<file path="src/design/sorted_key_table_engine_assert.svh">
// Assertion macros used by the sorted key table engine datapath.
// Depends on nothing; bodies are empty when SYNTH is defined.
`ifndef SORTED_KEY_TABLE_ENGINE_ASSERT_SVH
`define SORTED_KEY_TABLE_ENGINE_ASSERT_SVH
`ifndef SYNTH
`define SKE_ASSERT(lbl, clk_i, rst_ni, prop, msg) \
	lbl: assert property (@(posedge clk_i) disable iff (!rst_ni) prop) else $error(msg);
`define SKE_ASSERT_NEVER(lbl, clk_i, rst_ni, expr, msg) \
	lbl: assert property (@(posedge clk_i) disable iff (!rst_ni) !(expr)) else $error(msg);
`else
`define SKE_ASSERT(lbl, clk_i, rst_ni, prop, msg)
`define SKE_ASSERT_NEVER(lbl, clk_i, rst_ni, expr, msg)
`endif
`endif

</file>
<file path="src/design/ske_pkg.sv">
// Types, codes and default sizes of the sorted key table engine.
// Used by the controller, the datapath and the top level.
package ske_pkg;

	localparam int TABLE_DEPTH_DEF = 256;
	localparam int KEY_WIDTH_DEF   = 32;
	localparam int VALUE_WIDTH_DEF = 32;
	localparam int INDEX_WIDTH     = 8;
	localparam int MODE_WIDTH      = 3;

	typedef enum logic [2:0] {
		OP_GET     = 3'd0,
		OP_SET     = 3'd1,
		OP_INSERT  = 3'd2,
		OP_REMOVE  = 3'd3,
		OP_GET_INS = 3'd4
	} op_t;

	typedef enum logic [1:0] {
		ST_OK      = 2'd0,
		ST_MISSING = 2'd1,
		ST_FULL    = 2'd2
	} status_t;

	typedef enum logic [1:0] {
		RES_MISS,
		RES_FULL,
		RES_STORED,
		RES_NEW
	} res_t;

	typedef enum logic [2:0] {
		S_IDLE,
		S_SEARCH,
		S_CMP,
		S_DECIDE,
		S_SHIFT_RD,
		S_SHIFT_WR,
		S_PUT,
		S_OUT
	} state_t;

	typedef struct packed {
		logic accept;
		logic probe_rd;
		logic probe_cmp;
		logic shift_init;
		logic shift_up;
		logic sh_rd;
		logic sh_wr;
		logic wr_entry;
		logic cnt_inc;
		logic cnt_dec;
		logic load_out;
		res_t res;
	} cmd_t;

	typedef struct packed {
		logic search_more;
		logic hit;
		op_t  op;
		logic full;
		logic shift_more;
		logic shift_up;
		logic out_free;
	} dp_status_t;

	function automatic op_t decode_op(logic [MODE_WIDTH-1:0] mode);
		op_t op;
		case (mode)
			OP_SET:     op = OP_SET;
			OP_INSERT:  op = OP_INSERT;
			OP_REMOVE:  op = OP_REMOVE;
			OP_GET_INS: op = OP_GET_INS;
			default:    op = OP_GET;
		endcase
		return op;
	endfunction

endpackage

</file>
<file path="src/design/ske_ctrl.sv">
// Controller state machine: search, shift, write back and result hand-off.
// Depends on ske_pkg; drives the datapath through cmd_t, reads dp_status_t.
module ske_ctrl
	import ske_pkg::*;
(
	input  logic       clk,
	input  logic       arst_n,
	input  logic       s_tvalid,
	output logic       s_tready,
	input  dp_status_t st,
	output cmd_t       cmd
);

	state_t state_q, state_d;
	res_t   res_q, res_d;

	always_ff @(posedge clk or negedge arst_n) begin
		if (!arst_n) begin
			state_q <= S_IDLE;
			res_q   <= RES_MISS;
		end else begin
			state_q <= state_d;
			res_q   <= res_d;
		end
	end

	always_comb begin
		state_d  = state_q;
		res_d    = res_q;
		cmd      = '0;
		cmd.res  = res_q;
		s_tready = 1'b0;
		case (state_q)
			S_IDLE: begin
				s_tready   = 1'b1;
				cmd.accept = s_tvalid;
				if (s_tvalid) begin
					state_d = S_SEARCH;
				end
			end
			S_SEARCH: begin
				if (st.search_more) begin
					cmd.probe_rd = 1'b1;
					state_d      = S_CMP;
				end else begin
					state_d = S_DECIDE;
				end
			end
			S_CMP: begin
				cmd.probe_cmp = 1'b1;
				state_d       = S_SEARCH;
			end
			S_DECIDE: begin
				if (st.hit) begin
					if (st.op inside {OP_SET, OP_INSERT}) begin
						res_d   = RES_NEW;
						state_d = S_PUT;
					end else if (st.op == OP_REMOVE) begin
						res_d          = RES_STORED;
						cmd.shift_init = 1'b1;
						cmd.shift_up   = 1'b0;
						state_d        = S_SHIFT_RD;
					end else begin
						res_d   = RES_STORED;
						state_d = S_OUT;
					end
				end else if (st.op inside {OP_INSERT, OP_GET_INS}) begin
					if (st.full) begin
						res_d   = RES_FULL;
						state_d = S_OUT;
					end else begin
						res_d          = RES_NEW;
						cmd.shift_init = 1'b1;
						cmd.shift_up   = 1'b1;
						state_d        = S_SHIFT_RD;
					end
				end else begin
					res_d   = RES_MISS;
					state_d = S_OUT;
				end
			end
			S_SHIFT_RD: begin
				if (st.shift_more) begin
					cmd.sh_rd = 1'b1;
					state_d   = S_SHIFT_WR;
				end else if (st.shift_up) begin
					state_d = S_PUT;
				end else begin
					cmd.cnt_dec = 1'b1;
					state_d     = S_OUT;
				end
			end
			S_SHIFT_WR: begin
				cmd.sh_wr = 1'b1;
				state_d   = S_SHIFT_RD;
			end
			S_PUT: begin
				cmd.wr_entry = 1'b1;
				cmd.cnt_inc  = !st.hit;
				state_d      = S_OUT;
			end
			S_OUT: begin
				if (st.out_free) begin
					cmd.load_out = 1'b1;
					state_d      = S_IDLE;
				end
			end
			default: begin
				state_d = S_IDLE;
			end
		endcase
	end

endmodule

</file>
<file path="config.mk">
export PLATFORM = sky130hd
export DESIGN_NAME = ske_ctrl
export DESIGN_NICKNAME = d
export VERILOG_FILES = /design/src/design/sorted_key_table_engine_assert.svh /design/src/design/ske_pkg.sv /design/src/design/ske_ctrl.sv
export SDC_FILE = /design/constraint.sdc
export NUM_CORES = 1
export LEC_CHECK = 0
export ABC_AREA = 1
export BUFFER_PORTS_ARGS = -buffer_cell sky130_fd_sc_hd__buf_2
export CAP_MARGIN = 20
export CORE_MARGIN = 8
export CORE_UTILIZATION = 35
export CTS_BUF_LIST = sky130_fd_sc_hd__clkbuf_8
export DETAILED_ROUTE_END_ITERATION = 6
export PLACE_DENSITY = 0.66
export SLEW_MARGIN = 25
export SYNTH_ARGS = -nofsm -noshare
export SYNTH_HDL_FRONTEND = slang
export SYNTH_SLANG_ARGS = --single-unit
</file>
<file path="constraint.sdc">
create_clock -name clk -period 3.3 [get_ports clk]
set_input_delay 0.825 -clock clk [delete_from_list [all_inputs] [get_ports clk]]
set_output_delay 0.825 -clock clk [all_outputs]
set_load 0.01 [all_outputs]
</file>
==> impl_metrics.yaml <==
status:
  outcome: "finished clean"
timing:
  setup_viol: 0
  fin_skew_ns: 0.000686
  post-route-period-util: 0.758
  tightest_slew_ns: 0.339
  rsz0062_at_grt: "false"
  post-route-min-period_ns: 2.50
  max_freq_mhz: 400
  drv_slew: 0
  tns_ns: 0
  hold_viol_final: 0
  slew_headroom: 0.774
  layout_setup_ws_ns: 0.798
global_route:
  overflow: 0
  grt_pass1_vias: 538
  grt_max_degree: 10
  grt_pass1_wl_um: 2210
  grtUsageTotal: 0.104
  antenna_found_initial: 0
critical_path:
  worstPathRequired_ns: 2.47
  startpoint_type: "input pin"
  regToRegSetupSlack_ns: 1.99
  worstPathArrival_ns: 1.68
  critPathSlowestCell: "nand3_1"
  crit_path_end_kind: "output port"
  timing_worst_setup_path_type: "input pin to output port"
  cp_max_fo: 5
  path_cells: "buf_2 -> nand2_1 -> nand2_1 -> nor2_1 -> nand3_1 -> a21oi_1 -> buf_2"
  crit_path_max_incr_delay_ns: 0.17
routing:
  first_pass_iters: 4
  routed-via-count: 557
  wl_per_cell_um: 11.0
  drc: 0
  wl_um: 1270
  viasPerCell: 4.84
  drt_iter0_markers: 20
  ant_nets: 0
finish:
  area_delta_synth_final_pct: 37.0
  final_area_um2: 631
  fin_nets: 113
  fill_cells: 136
  antennaDiodeCount: 0
  fin_util: 0.497
  drive_gt1_frac: 0.350
power:
  leakage_nw: 0.378
  ir_drop_v: 0.000255
  p_per_area_mw_per_mm2: 834
logic_synthesis:
  synthDistinctLibCells: 20
  synthDominantCellAreaShare: 0.272
  synth_flop_cell: "dfrtp_1"
  ys_seq_area_frac: 0.272
  syn_area_um2: 460
  mappedNetlistNets: 85
  synth_seq_cells: 5
  synth_top_area_cell: "dfrtp_1"
  async_flop_share: 1.00
  synth_cells: 73
  synth_common_cells: "inv_1 (14), nor2_1 (14), nand2_1 (11), nand3_1 (8), dfrtp_1 (5)"
  avgSynthCellArea_um2: 6.31
  synth_edf_count: 0
  synth_area_leaders: "dfrtp_1 (27%), inv_1 (11%), nor2_1 (11%)"
  ys_warn_count: 0
die:
  die_h_um: 52.3
  initial_core_util: 0.363
  core-area_mm2: 0.00127
  rows: 13
  io_pins: 26
  die_w_um: 52.3
  dieArea_mm2: 0.00273
clock_network:
  cts_root_buf: "clkbuf_8"
  clkTransAtPathRegs_ns: 0.04
  ctsHoldBuffers: 0
  cts_tree: "built"
  post_cts_resized: 0
  postCtsSetupBuffers: 0
  clock_latency_ns: 0.22
  clkSinkCount: 5
  htree_levels: 1
  max-clock-path-buffers: 2
  numCtsBuffers: 3
placement:
  io_buffers: 25
  gp_congestion: 0.838
  place_area_um2: 586
  pre_cts_slack_ns: 0.795
  dpl.hpwl_um: 1040
flow_run:
  max-cap-violations: 0
worst_hold_path:
  hold_class: "input pin to async pin"
-- cells by family after synthesis --
group / count (synthesis) / synth area share
flops: 5 / 0.272
compound gates: 6 / 0.0869
buf+inv: 16 / 0.155
simple gates: 46 / 0.486
-- report_power, final --
part / switching (mW) / internal (mW)
registers: 0.0547 / 0.0934
logic: 0.160 / 0.107
clock network: 0.0315 / 0.0798
-- placed cells by master (no fill, tap or decap), drive strengths merged --
cell type and instances:
buf 25, nand4 3, inv 15, nand2 12, o21ai 2, nor3 5, dfrtp 5, a21oi 2
nand3b 1, nand3 9, a31oi 2, nor2 15, clkbuf 3, or2 1
-- final cells by class --
class | instances | area (um^2) | share of cell area
clock buffer | 3 | 41.3 | 0.0655
inverter | 14 | 52.6 | 0.0833
multi-input combinational | 52 | 264 | 0.419
sequential | 5 | 125 | 0.198
timing repair buffer | 25 | 125 | 0.198
clock inverter | 1 | 3.75 | 0.00595
tap | 15 | 18.8 | 0.0298
-- through the flow --
step                      std cells  power [mW]  hold WS (ns)
after detailed placement        111       0.418         0.540
after floorplan                  73       0.348         0.529
after global routing            115       0.575         0.413
after global placement          111       0.411         0.531
after CTS                       115       0.532         0.408
final                           115       0.526         0.407
-- state kept, by name (all words and copies together), names as in the netlist --
signal,cells
res_q,2
state_q,3
-- final timing paths --
check | cells past startpoint | to | startpoint
min | 1 | state_q[0] | arst_n
min in group clk | 2 | res_q[0] | res_q[0]
max | 7 | cmd[9] | st[5]
min reg2reg | 2 | res_q[0] | res_q[0]
max reg2reg | 5 | state_q[0] | state_q[2]
max in group asynchronous | 1 | state_q[2] | arst_n
-- per-layer routing --
layer	GRT usage	share of wire	wire, um	up-vias
met2	0.164	0.51	652	18
met4	0.0776	0.018	23	0
met3	0.0341	0.049	62	3
li1	-	-	-	289
met1	0.115	0.42	528	247
met5	0	0	0	-
-- critical path: cells and delay by family --
family / cells / cell delay, ns
AO/OA/AOI/OAI: 1 / 0.15
buffers and inverters: 2 / 0.26
AND/OR/NAND/NOR: 4 / 0.43
Power figures use the tool's default switching activity.
